==> src/hw/rtl/tcw_pkg.sv <==
// Shared types and constants for the tile cache with protected-window eviction.
// Used by the controller, the datapath and the top level; no dependencies.
`timescale 1ns / 1ps

package tcw_pkg;

  localparam int WIN_W      = 16;
  localparam int SPAN_W     = 8;
  localparam int SLOT_OUT_W = 7;
  localparam int OLD_W      = 16;
  localparam int CFG_IDX_W  = 2;
  localparam int CFG_W      = 16;

  localparam logic [CFG_IDX_W-1:0] CFG_WINDOW_X = 2'd0;
  localparam logic [CFG_IDX_W-1:0] CFG_WINDOW_Y = 2'd1;
  localparam logic [CFG_IDX_W-1:0] CFG_SPAN_X   = 2'd2;
  localparam logic [CFG_IDX_W-1:0] CFG_SPAN_Y   = 2'd3;

  localparam logic [SPAN_W-1:0] SPAN_RESET = 8'd2;

  typedef enum logic [1:0] {
    ST_IDLE,
    ST_TAG,
    ST_VIC,
    ST_DONE
  } state_t;

  typedef struct packed {
    logic start;
    logic scan_step;
    logic vic_start;
    logic res_hit;
    logic res_miss;
    logic res_place;
    logic res_full;
  } cmd_t;

  typedef struct packed {
    logic fetch;
    logic issue_ok;
    logic hit;
    logic free;
    logic last;
  } status_t;

endpackage

==> src/hw/rtl/tcw_ctrl.sv <==
// Request sequencer: tag scan, victim scan, result hand-off.
// Depends on tcw_pkg; drives the datapath through cmd_t, reads status_t.
`timescale 1ns / 1ps

module tcw_ctrl (
  input  logic            clk,
  input  logic            rst_n,
  input  logic            in_valid,
  output logic            in_ready,
  output logic            out_valid,
  input  logic            out_ready,
  input  tcw_pkg::status_t st,
  output tcw_pkg::cmd_t    cmd
);

  tcw_pkg::state_t state_r, state_nxt;

  always_ff @(posedge clk) begin
    if (!rst_n) begin
      state_r <= tcw_pkg::ST_IDLE;
    end else begin
      state_r <= state_nxt;
    end
  end

  always_comb begin
    state_nxt = state_r;
    unique case (state_r)
      tcw_pkg::ST_IDLE: begin
        if (in_valid) state_nxt = tcw_pkg::ST_TAG;
      end
      tcw_pkg::ST_TAG: begin
        if (st.hit) begin
          state_nxt = tcw_pkg::ST_DONE;
        end else if (st.last) begin
          state_nxt = st.fetch ? tcw_pkg::ST_VIC : tcw_pkg::ST_DONE;
        end
      end
      tcw_pkg::ST_VIC: begin
        if (st.free || st.last) state_nxt = tcw_pkg::ST_DONE;
      end
      tcw_pkg::ST_DONE: begin
        if (out_ready) state_nxt = tcw_pkg::ST_IDLE;
      end
      default: state_nxt = tcw_pkg::ST_IDLE;
    endcase
  end

  always_comb begin
    cmd       = '0;
    in_ready  = 1'b0;
    out_valid = 1'b0;
    unique case (state_r)
      tcw_pkg::ST_IDLE: begin
        in_ready  = 1'b1;
        cmd.start = in_valid;
      end
      tcw_pkg::ST_TAG: begin
        cmd.scan_step = st.issue_ok;
        if (st.hit) begin
          cmd.res_hit = 1'b1;
        end else if (st.last) begin
          cmd.vic_start = st.fetch;
          cmd.res_miss  = !st.fetch;
        end
      end
      tcw_pkg::ST_VIC: begin
        cmd.scan_step = st.issue_ok;
        if (st.free) begin
          cmd.res_place = 1'b1;
        end else if (st.last) begin
          cmd.res_full = 1'b1;
        end
      end
      tcw_pkg::ST_DONE: begin
        out_valid = 1'b1;
      end
      default: ;
    endcase
  end

endmodule

==> config.mk <==
export PLATFORM = sky130hd
export DESIGN_NAME = tcw_ctrl
export DESIGN_NICKNAME = d
export VERILOG_FILES = /design/src/hw/rtl/tcw_pkg.sv /design/src/hw/rtl/tcw_ctrl.sv
export SDC_FILE = /design/constraint.sdc
export NUM_CORES = 1
export LEC_CHECK = 0
export ABC_CLOCK_PERIOD_IN_PS = 1550
export BUFFER_PORTS_ARGS = -buffer_cell sky130_fd_sc_hd__buf_2
export CELL_PAD_IN_SITES_DETAIL_PLACEMENT = 1
export CELL_PAD_IN_SITES_GLOBAL_PLACEMENT = 2
export CORE_MARGIN = 1
export CORE_UTILIZATION = 16
export DETAILED_ROUTE_END_ITERATION = 8
export PLACE_DENSITY = 0.64
export SLEW_MARGIN = 20
export SYNTH_ARGS = -nofsm -noshare
export SYNTH_HDL_FRONTEND = slang
export SYNTH_SLANG_ARGS = --single-unit
==> constraint.sdc <==
create_clock -name clk -period 1.55 [get_ports clk]
set_clock_uncertainty 0.2 [all_clocks]
set_input_delay 0.155 -clock clk [delete_from_list [all_inputs] [get_ports clk]]
set_output_delay 0.155 -clock clk [all_outputs]
set_load 0.005 [all_outputs]
# --- Word-level counts from Yosys, hierarchy flattened ---
# Cells that the tools add are included.
totals:
  register_bits: 2
  latch_bits: 0
  ram_bits: 0
  rom_bits: 0
  in_bits: 9
  output_inout_bits: 9
  wordCells: 34
  mem_count: 0
classes:
  add_sub_neg: 0
  mul: 0
  div_mod_pow: 0
  magnitude_cmp: 0
  eq_ne: 7
  shifts: 0
  mux: 21
  n_bitwise: 0
  n_reduce_logical: 5
op_table:
  columns: ["cell", "count"]
  rows:
  - ["$mux 1", 13]
  - ["$mux 2", 6]
  - ["$pmux 2 s4", 1]
  - ["$ne 2x2->1 const B", 3]
  - ["$eq 2x2->1 const B", 2]
  - ["$reduce_and 4->1", 1]
  - ["$mux 3", 1]
  - ["$ne 3x3->1 const B", 1]
  - ["$eq 2x1->1 const B", 1]
  - ["$logic_not 2->1", 1]
  - ["$reduce_or 2->1", 1]
  - ["$logic_not 1->1", 1]
  - ["$logic_or 1x1->1", 1]

# --- Longest topological paths before layout ---
# Gate-level depths: netlist of the first run.
logic_depth:
  ltp_word: 4
  ltp_mapped: 6

# --- Least setup slack after synthesis of the first run ---
# Ideal clock, no wire load.
synth_path:
  path_kind: "reg-to-reg"
  startpoint: "register state_r[0]"
  endpoint: "register state_r[0]"
  t_arrival_ns: 1.184
  required_ns: 1.234
  slack_ns: 0.049
  path_stages_with_launch: 6
  path_buffers: 0
  period_less_slack_ns: 1.501
  cell_sequence: "dfxtp_1 ha_1 nor2b_4 a21oi_2 o221a_4 o211a_1"
synth_between:
  elab_chain_len: 3
synth_rtl:
  columns: ["item", "line_no", "text"]
  rows:
  - ["start: declaration", "tcw_ctrl.sv:16", "tcw_pkg::state_t state_r, state_nxt;"]
  - ["start signal: assignment", "tcw_ctrl.sv:20", "state_r <= tcw_pkg::ST_IDLE;"]
  - ["start signal: assignment", "tcw_ctrl.sv:22", "state_r <= state_nxt;"]
  - ["$eq 2x1->1 (tied with other cells)", "tcw_ctrl.sv:28", "unique case (state_r)"]
  - ["$ne 3x3->1 (no source line) / $ne 2x2->1 (equally long branches)", null, null]
  - ["$reduce_and 4->1 (no source line)", null, null]
# Several ways; a longest one is shown, not always the timed one.
# A chain may end at the register's enable or synchronous reset.

==> qor.yml, run 1 <==
status: "complete, no violations"
yosysSeqAreaShare_pct: 15.7
dpl_cell_area_sq_um: 383
drcViolationCount: 0
clock.fmax_mhz: 649
async_flop_share_pct: 0
crit_path_max_fanout: 4
pin_count: 18
die_h_um: 41.9
crit_type: "reg2out"
synth_mux_area_share_pct: 3.92
synth-simple-area-share_pct: 27.9
htree_levels: 1
fin_area_sq_um: 438
cts_made_buffers: 3
root_buffer: "clkbuf_4"
overflow: 0
synthAdderAreaFrac_pct: 19.6
irDropWorstVdd_v: 0.000395
ys_ff_latch: 2
rsz0062_at_grt: "true"
insertion_delay_ns: 0.22
die_w_um: 41.9
cp-end-kind: "output pin"
die-area_sq_um: 1760
period_minus_slack_ns: 1.54
dp_hpwl_um: 596
max_stage_delay_ns: 0.35
synth_edf_count: 0
routed_wl_um: 714
ant_nets: 0
firstDrtPassIters: 6
antenna_found_initial: 0
power.leakage_nw: 0.246
worstMarginPinSlew_ns: 0.177
clock-sinks: 2
largest-register: "state_r"
power_uw: 705
setup_viol: 0
synth_compound_area_share_pct: 25.5
path_cells: "inv_1 > ha_1 > and2_1 > buf_2"
start_util_pct: 16.9
synth_warnings: 0
cp_top_family: "flip-flops"
cp.arrival_ns: 1.19
grt_pass1_wl_um: 1210
clockBufferDepth: 2
cap_violations: 0
seqCellArea_sq_um: 45.0
cts_tree: "built"
netlist_area_sq_um: 255
clk_pin_slew_ns: 0.03
hp-class: "in2reg"
grt_pass1_vias: 312
rows: 14
layout-drive-gt1-share_pct: 63.0
fillers: 191
mostFrequentLayoutCells: "buf_2, inv_1, buf_4, and2_1, clkbuf_4"
synth_ff_type: "dfxtp_1"
ys_types: 16
wl_per_cell_um: 10.2
final_common_cell: "buf_2"
relSlewSlack_pct: 88.2
routed_via_density: 4.13
port_buffers: 17
insertedDiodeCount: 0
gr-usage-all-layers_pct: 9.35
grt_max_degree: 5
yosys.area_share.xor_xnor_pct: 0
critPathRequiredTime_ns: 1.19
finalMaxSlewViolations: 0
core_sq_um: 1510
multi_input_area_sq_um: 214
routed-via-count: 289
area_growth_pct: 71.6
first_iter_violations: 5
crit_slowest_cell: "dfxtp_4"
avgSynthCellArea_sq_um: 8.51
place_congestion: 0.656
cp-start-kind: "flip-flop"
fin_crit_sh_pct: 99.4
synth_top_family_by_area: "simple AND/OR/NAND/NOR gates"
nets: 69
largest_reg_flops: 2
syn_nets: 43
path_buf_inv: 2
reg.largest.list: "state_r x2"
synthCells: 30
power_per_cell_area_nw_per_um2: 1610
hold_viol_final: 0
[synth_stat cells (2+ instances only)]
| library cell | instances | share of area (%) |
|---|---|---|
| dfxtp_1 | 2 | 16 |
| and2_1 | 3 | 7.4 |
| nand2_1 | 3 | 4.4 |
| inv_1 | 5 | 7.4 |
| nor2_1 | 2 | 2.9 |
| ha_1 | 4 | 20 |
| o211a_1 | 2 | 7.8 |
[stage by stage]
step	util, %	TNS [ns]	cells	hold WS, ns	worst slack (ns)
after floorplan	-	0	30	0.0884	0.0495
after global placement	25.4	0	66	0.239	0.0152
after detailed placement	25.4	-0.0178	66	0.248	-0.00931
after CTS	27.8	0	70	0.00284	0.00153
after global routing	29.1	-0.187	70	0.00901	-0.0664
final	29.1	0	70	0.00302	0.00911
[power by group]
group	total [mW]	internal, mW	switching [mW]
clock	0.113	0.0853	0.0280
sequential	0.112	0.0859	0.0264
combinational	0.479	0.268	0.211
total	0.705	0.439	0.265
[metal layers]
layer / up-vias / wire length [um] / global-route usage [%] / part of all wire, %
met1: 124 / 300 / 9.81 / 42
li1: 151 / - / - / -
met2: 14 / 345 / 14.1 / 48
met4: 0 / 0 / 7.74 / 0
met3: 0 / 68 / 4.35 / 9.5
met5: - / 0 / 0 / 0
[worst paths after layout]
check	cells past startpoint	start	slack, ns	to
worst min register to register	3	state_r[1]$_SDFFE_PN0P_	0.43	state_r[1]$_SDFFE_PN0P_
worst min-delay path	2	rst_n	0.003	state_r[0]$_SDFFE_PN0P_
worst max register to register	5	state_r[0]$_SDFFE_PN0P_	0.06	state_r[0]$_SDFFE_PN0P_
worst max-delay path	4	state_r[0]$_SDFFE_PN0P_	0.009	cmd[5]
[layout make-up]
| cell class | instances | area share, % |
|---|---|---|
| clock buffers | 3 | 5.14 |
| inverters | 5 | 4.86 |
| multi-input cells | 23 | 48.9 |
| flip-flops and latches | 2 | 10.3 |
| well taps | 16 | 4.57 |
| repair buffers | 21 | 26.3 |
[cell families (layout without fill, tap and decap cells)]
group | after synthesis | count (layout)
simple gates | 12 | 12
fa+ha+maj | 4 | 4
buf+inv | 5 | 29
flops | 2 | 2
compound gates | 6 | 6
mux | 1 | 1
[what timing repair did]
action                                 4_1_cts  5_1_grt
cloned                                       0        0
endpoints found under the hold margin        0        0
gates resized for setup                      4        5
hold buffers                                 0        0
pin swaps                                    0        7
setup endpoints to repair                    6        7
setup buffers                                1        0
Note: power is estimated with default switching activity, not from simulation.
==> inputs of run 2 (changes only) <==
--- a/config.mk
+++ b/config.mk
@@ -11,6 +11,8 @@
 export CELL_PAD_IN_SITES_GLOBAL_PLACEMENT = 2
 export CORE_MARGIN = 1
 export CORE_UTILIZATION = 16
+export CTS_BUF_LIST = sky130_fd_sc_hd__clkbuf_16
+export CTS_CLUSTER_DIAMETER = 60
 export DETAILED_ROUTE_END_ITERATION = 8
 export PLACE_DENSITY = 0.64
 export SLEW_MARGIN = 20
==> qor.yml, run 2 (synthesis results as in run 1) <==
status: "complete, no violations"  # unchanged
routed_via_density: 4.11  # was 4.13
finalMaxSlewViolations: 0  # unchanged
relSlewSlack_pct: 88.2  # about the same
sw_frac_of_total_pct: 30.6  # was 37.7%
largest-register: "state_r"  # unchanged
hold_viol_final: 0  # unchanged
cts_tree: "built"  # unchanged
core_sq_um: 1510  # unchanged
clock-sinks: 2  # unchanged
insertedDiodeCount: 0  # unchanged
antenna_found_initial: 0  # unchanged
layout-drive-gt1-share_pct: 63.0  # unchanged
rrSetupSlack_ns: 0.04  # was 0.06 ns
setup_viol: 0  # unchanged
critPathRequiredTime_ns: 1.19  # about the same
nets: 69  # unchanged
place_congestion: 0.656  # unchanged
dpl_cell_area_sq_um: 383  # unchanged
final_util_pct: 32.6  # was 29.1%
rsz0062_at_grt: "true"  # unchanged
gr-usage-all-layers_pct: 10.2  # was 9.35%
clkPwrFrac_pct: 38.9  # was 16.1%
mostFrequentLayoutCells: "buf_2, inv_1, buf_4, and2_1, clkbuf_16"  # was buf_2, inv_1, buf_4, and2_1, clkbuf_4
cp.arrival_ns: 1.18  # was 1.19 ns
p_sw_uw: 300  # was 265 uW
root_buffer: "clkbuf_16"  # was clkbuf_4
routed-via-count: 288  # was 289
numPlacedInstances: 66  # unchanged
largest_reg_flops: 2  # unchanged
die-area_sq_um: 1760  # unchanged
firstDrtPassIters: 6  # unchanged
first_iter_violations: 5  # unchanged
fin_cells: 70  # unchanged
htree_levels: 1  # unchanged
fin_area_sq_um: 490  # was 438 sq um
overflow: 0  # unchanged
rr_startpoint: "state_r[0]$_SDFFE_PN0P_"  # unchanged
min_to: "state_r[0]$_SDFFE_PN0P_"  # unchanged
final_common_cell: "buf_2"  # unchanged
cp-startpoint: "state_r[0]$_SDFFE_PN0P_"  # unchanged
power.internal_uw: 682  # was 439 uW
p_comb_share_pct: 49.6  # was 68.0%
crit_path_max_fanout: 4  # unchanged
pwr-share-seq_pct: 11.5  # was 15.9%
period_minus_slack_ns: 1.54  # about the same
grt_max_degree: 5  # unchanged
die_w_um: 41.9  # unchanged
crit_type: "reg2out"  # unchanged
power.leakage_nw: 0.269  # was 0.246 nW
fin_crit_sh_pct: 99.2  # was 99.4%
reg.largest.list: "state_r x2"  # unchanged
area_growth_pct: 92.2  # was 71.6%
cp-start-kind: "flip-flop"  # unchanged
cap_violations: 0  # unchanged
clockBufferDepth: 2  # unchanged
port_buffers: 17  # unchanged
start_util_pct: 16.9  # unchanged
insertion_delay_ns: 0.22  # about the same
ant_nets: 0  # unchanged
die_h_um: 41.9  # unchanged
worstHoldPathCells: 2  # unchanged
clk_pin_slew_ns: 0.03  # about the same
hp-class: "in2reg"  # unchanged
min_from: "rst_n"  # unchanged
routed_wl_um: 767  # was 714 um
rows: 14  # unchanged
worstMarginPinSlew_ns: 0.176  # was 0.177 ns
r2r_end: "state_r[0]$_SDFFE_PN0P_"  # unchanged
irDropWorstVdd_v: 0.000591  # was 0.000395 V
drcViolationCount: 0  # unchanged
cp-end-kind: "output pin"  # unchanged
wl_per_cell_um: 11.0  # was 10.2 um
power_per_cell_area_nw_per_um2: 2000  # was 1610 nW/um^2
cts_made_buffers: 3  # unchanged
pin_count: 18  # unchanged
grt_pass1_vias: 318  # was 312
grt_pass1_wl_um: 1270  # was 1210 um
ff2ff_path_depth: 5  # unchanged
dp_hpwl_um: 596  # unchanged
clock.fmax_mhz: 650  # was 649 MHz
-- run 2: cell counts in the layout (fill, tap and decap cells not counted) --
No cell type changed its count.
-- run 2: metrics by stage --
step / hold slack (ns) / TNS [ns] / setup slack, ns / power (mW)
5_1_grt: 0.0217 / -0.152 / -0.0532 / 1.06
6_report: 0.0184 / 0 / 0.0117 / 0.982
4_1_cts: 0.0252 / 0 / 0.00674 / 0.960
3_3_place_gp: 0.239 / 0 / 0.0152 / 0.534
2_1_floorplan: 0.0884 / 0 / 0.0495 / 0.359
3_5_place_dp: 0.248 / -0.0178 / -0.00931 / 0.534
-- run 2: cell type report --
class	instances	area [sq um]
flip-flops and latches	2	45.0
inverters	5	21.3
fillers	188	1020
clock buffers	3	75.1
multi-input cells	23	214
well taps	16	20.0
repair buffers	21	115
-- run 2: worst max-delay path by stage --
stage                                         end  slack (ns)  cells past startpoint
after global placement    state_r[0]$_SDFFE_PN0P_        0.02                      6
after detailed placement  state_r[0]$_SDFFE_PN0P_      -0.009                      6
final                                      cmd[5]        0.01                      4
after floorplan           state_r[0]$_SDFFE_PN0P_        0.05                      5
after global routing                       cmd[4]       -0.05                      6
after CTS                                  cmd[4]       0.007                      6
-- run 2: power by group through the flow --
stage / sequential (mW) / clock (mW) / combinational [mW]
2_1_floorplan: 0.100 / 0 / 0.259
5_1_grt: 0.116 / 0.401 / 0.539
3_3_place_gp: 0.0915 / 0 / 0.443
4_1_cts: 0.0967 / 0.389 / 0.474
6_report: 0.113 / 0.382 / 0.488
3_5_place_dp: 0.0925 / 0 / 0.442
-- run 2: worst max-delay path: stages (launching register included) --
cell	delay, ns
dfxtp_4	0.35
inv_1	0.07
ha_1	0.29
and2_1	0.14
buf_2	0.12
-- run 2: what timing repair did --
item	4_1_cts	5_1_grt
gates resized for setup	3	6
setup buffers	1	0
pin swaps	0	7
setup endpoints to repair	6	6
hold buffers	0	0
-- run 2: metal layers --
layer	track usage (%)	part of all wire (%)	vias to the layer above
li1	-	-	151
met1	10.1	41	123
met2	15.6	50	14
met3	5.65	8.9	0
met4	7.74	0	0
met5	0	0	-
==> inputs of run 3 (changes only) <==
--- a/config.mk
+++ b/config.mk
@@ -7,14 +7,12 @@
 export LEC_CHECK = 0
 export ABC_CLOCK_PERIOD_IN_PS = 1550
 export BUFFER_PORTS_ARGS = -buffer_cell sky130_fd_sc_hd__buf_2
-export CELL_PAD_IN_SITES_DETAIL_PLACEMENT = 1
-export CELL_PAD_IN_SITES_GLOBAL_PLACEMENT = 2
-export CORE_MARGIN = 1
-export CORE_UTILIZATION = 16
+export CORE_AREA = 2 2 39 41
 export CTS_BUF_LIST = sky130_fd_sc_hd__clkbuf_16
 export CTS_CLUSTER_DIAMETER = 60
 export DETAILED_ROUTE_END_ITERATION = 8
-export PLACE_DENSITY = 0.64
+export DIE_AREA = 0 0 41 43
+export PLACE_DENSITY = 0.43
 export SLEW_MARGIN = 20
 export SYNTH_ARGS = -nofsm -noshare
 export SYNTH_HDL_FRONTEND = slang
==> qor.yml, run 3 (synthesis results as in run 1) <==
status: "complete, no violations"  # unchanged
area_growth_pct: 93.1  # was 92.2%
finalMaxSlewViolations: 0  # unchanged
clockBufferDepth: 2  # unchanged
cp-end-kind: "output pin"  # unchanged
dp_hpwl_um: 505  # was 596 um
pin_count: 18  # unchanged
grt_pass1_vias: 277  # was 318
cp-start-kind: "flip-flop"  # unchanged
insertedDiodeCount: 0  # unchanged
sw_frac_of_total_pct: 29.2  # was 30.6%
use_met1_pct: 9.24  # was 10.1%
routed_wl_um: 656  # was 767 um
wl_per_cell_um: 9.37  # was 11.0 um
rsz0062_at_grt: "true"  # unchanged
met2_usage_pct: 12.8  # was 15.6%
die_h_um: 43  # was 41.9 um
setup_slack_ns: 0.0278  # was 0.0117 ns
port_buffers: 17  # unchanged
rows: 14  # unchanged
power_per_cell_area_nw_per_um2: 1950  # was 2000 nW/um^2
hp-class: "in2reg"  # unchanged
path_buf_inv: 2  # unchanged
clkPwrFrac_pct: 39.6  # was 38.9%
max_stage_delay_ns: 0.35  # about the same
firstDrtPassIters: 2  # was 6
final_common_cell: "buf_2"  # unchanged
critPathRequiredTime_ns: 1.19  # about the same
nets: 69  # unchanged
fin_area_sq_um: 493  # was 490 sq um
start_util_pct: 18.4  # was 16.9%
place_congestion: 0.705  # was 0.656
pwr-share-seq_pct: 11.7  # was 11.5%
tns_ns: 0  # unchanged
dp_slack_ns: 0.0102  # was -0.00931 ns
grt.busiest_layer: "met2"  # unchanged
antenna_found_initial: 0  # unchanged
cap_violations: 0  # unchanged
fin_cells: 70  # unchanged
reg.largest.list: "state_r x2"  # unchanged
power.leakage_nw: 0.270  # was 0.269 nW
routed-via-count: 290  # was 288
numPlacedInstances: 66  # unchanged
ant_nets: 0  # unchanged
crit_type: "reg2out"  # unchanged
cp_top_family: "flip-flops"  # unchanged
fin_crit_sh_pct: 98.2  # was 99.2%
fillers: 154  # was 188
dpl_cell_area_sq_um: 383  # unchanged
cts_tree: "built"  # unchanged
worstMarginPinSlew_ns: 0.164  # was 0.176 ns
clock.fmax_mhz: 657  # was 650 MHz
power.internal_uw: 681  # was 682 uW
cp.arrival_ns: 1.17  # was 1.18 ns
crit_path_max_fanout: 4  # unchanged
gr-usage-all-layers_pct: 8.81  # was 10.2%
clk_pin_slew_ns: 0.03  # about the same
relSlewSlack_pct: 89.1  # was 88.2%
die-area_sq_um: 1760  # about the same
grt_use_met3_pct: 6.28  # was 5.65%
layout-drive-gt1-share_pct: 64.8  # was 63.0%
cts_hold_buffers: 0  # unchanged
largest-register: "state_r"  # unchanged
path_cells: "inv_1 > ha_1 > and2_1 > buf_2"  # unchanged
crit_slowest_cell: "dfxtp_4"  # unchanged
power_uw: 963  # was 982 uW
p_comb_share_pct: 48.7  # was 49.6%
htree_levels: 1  # unchanged
routed_via_density: 4.14  # was 4.11
mostFrequentLayoutCells: "buf_2, inv_1, buf_4, and2_1, clkbuf_16"  # unchanged
clock-sinks: 2  # unchanged
drcViolationCount: 0  # unchanged
overflow: 0  # unchanged
largest_reg_flops: 2  # unchanged
insertion_delay_ns: 0.22  # about the same
die_w_um: 41  # was 41.9 um
grt_pass1_wl_um: 1000  # was 1270 um
core_sq_um: 1380  # was 1510 sq um
cts_made_buffers: 3  # unchanged
irDropWorstVdd_v: 0.00134  # was 0.000591 V
p_sw_uw: 281  # was 300 uW
first_iter_violations: 2  # was 5
setup_viol: 0  # unchanged
hold_viol_final: 0  # unchanged
root_buffer: "clkbuf_16"  # unchanged
period_minus_slack_ns: 1.52  # was 1.54 ns
grt_max_degree: 5  # unchanged
-- run 3: final timing paths --
check,endpoint,from,cells after the start,slack (ns)
min reg2reg,state_r[1]$_SDFFE_PN0P_,state_r[1]$_SDFFE_PN0P_,3,0.41
max,cmd[5],state_r[0]$_SDFFE_PN0P_,4,0.03
max reg2reg,state_r[1]$_SDFFE_PN0P_,state_r[1]$_SDFFE_PN0P_,5,0.06
min,state_r[0]$_SDFFE_PN0P_,rst_n,2,0.003
-- run 3: per-layer routing --
layer  vias up  part of all wire, %  routed length, um
li1        150                    -                  -
met1       125                   47                311
met2        15                   43                279
met3         0                  9.8                 64
met4         0                    0                  0
met5         -                    0                  0
-- run 3: layout make-up --
cell class,instances,area (sq um),share of cell area (%)
Sequential cell,2,45.0,9.14
Timing Repair Buffer,21,115,23.4
Tap cell,16,20.0,4.06
Clock buffer,3,75.1,15.2
Multi-Input combinational cell,23,216,43.9
Inverter,5,21.3,4.31
-- run 3: stage by stage --
step / util [%] / hold WS, ns
after CTS: 33.9 / 0.00282
after floorplan: - / 0.0884
final: 35.6 / 0.00308
after global routing: 35.6 / 0.0178
after detailed placement: 27.7 / 0.238
after global placement: 27.7 / 0.243
-- run 3: power groups by stage --
stage	Clock (mW)	Combinational (mW)	Sequential (mW)
2_1_floorplan	0	0.259	0.100
3_3_place_gp	0	0.434	0.0936
3_5_place_dp	0	0.427	0.0934
4_1_cts	0.388	0.452	0.0988
5_1_grt	0.397	0.527	0.117
6_report	0.381	0.469	0.113
-- run 3: timing repair --
action | in CTS | in global routing
gates resized for setup | 3 | 7
setup buffers | 1 | 0
pin swaps | 0 | 5
endpoints found under the hold margin | 0 | 0
setup endpoints to repair | 6 | 7
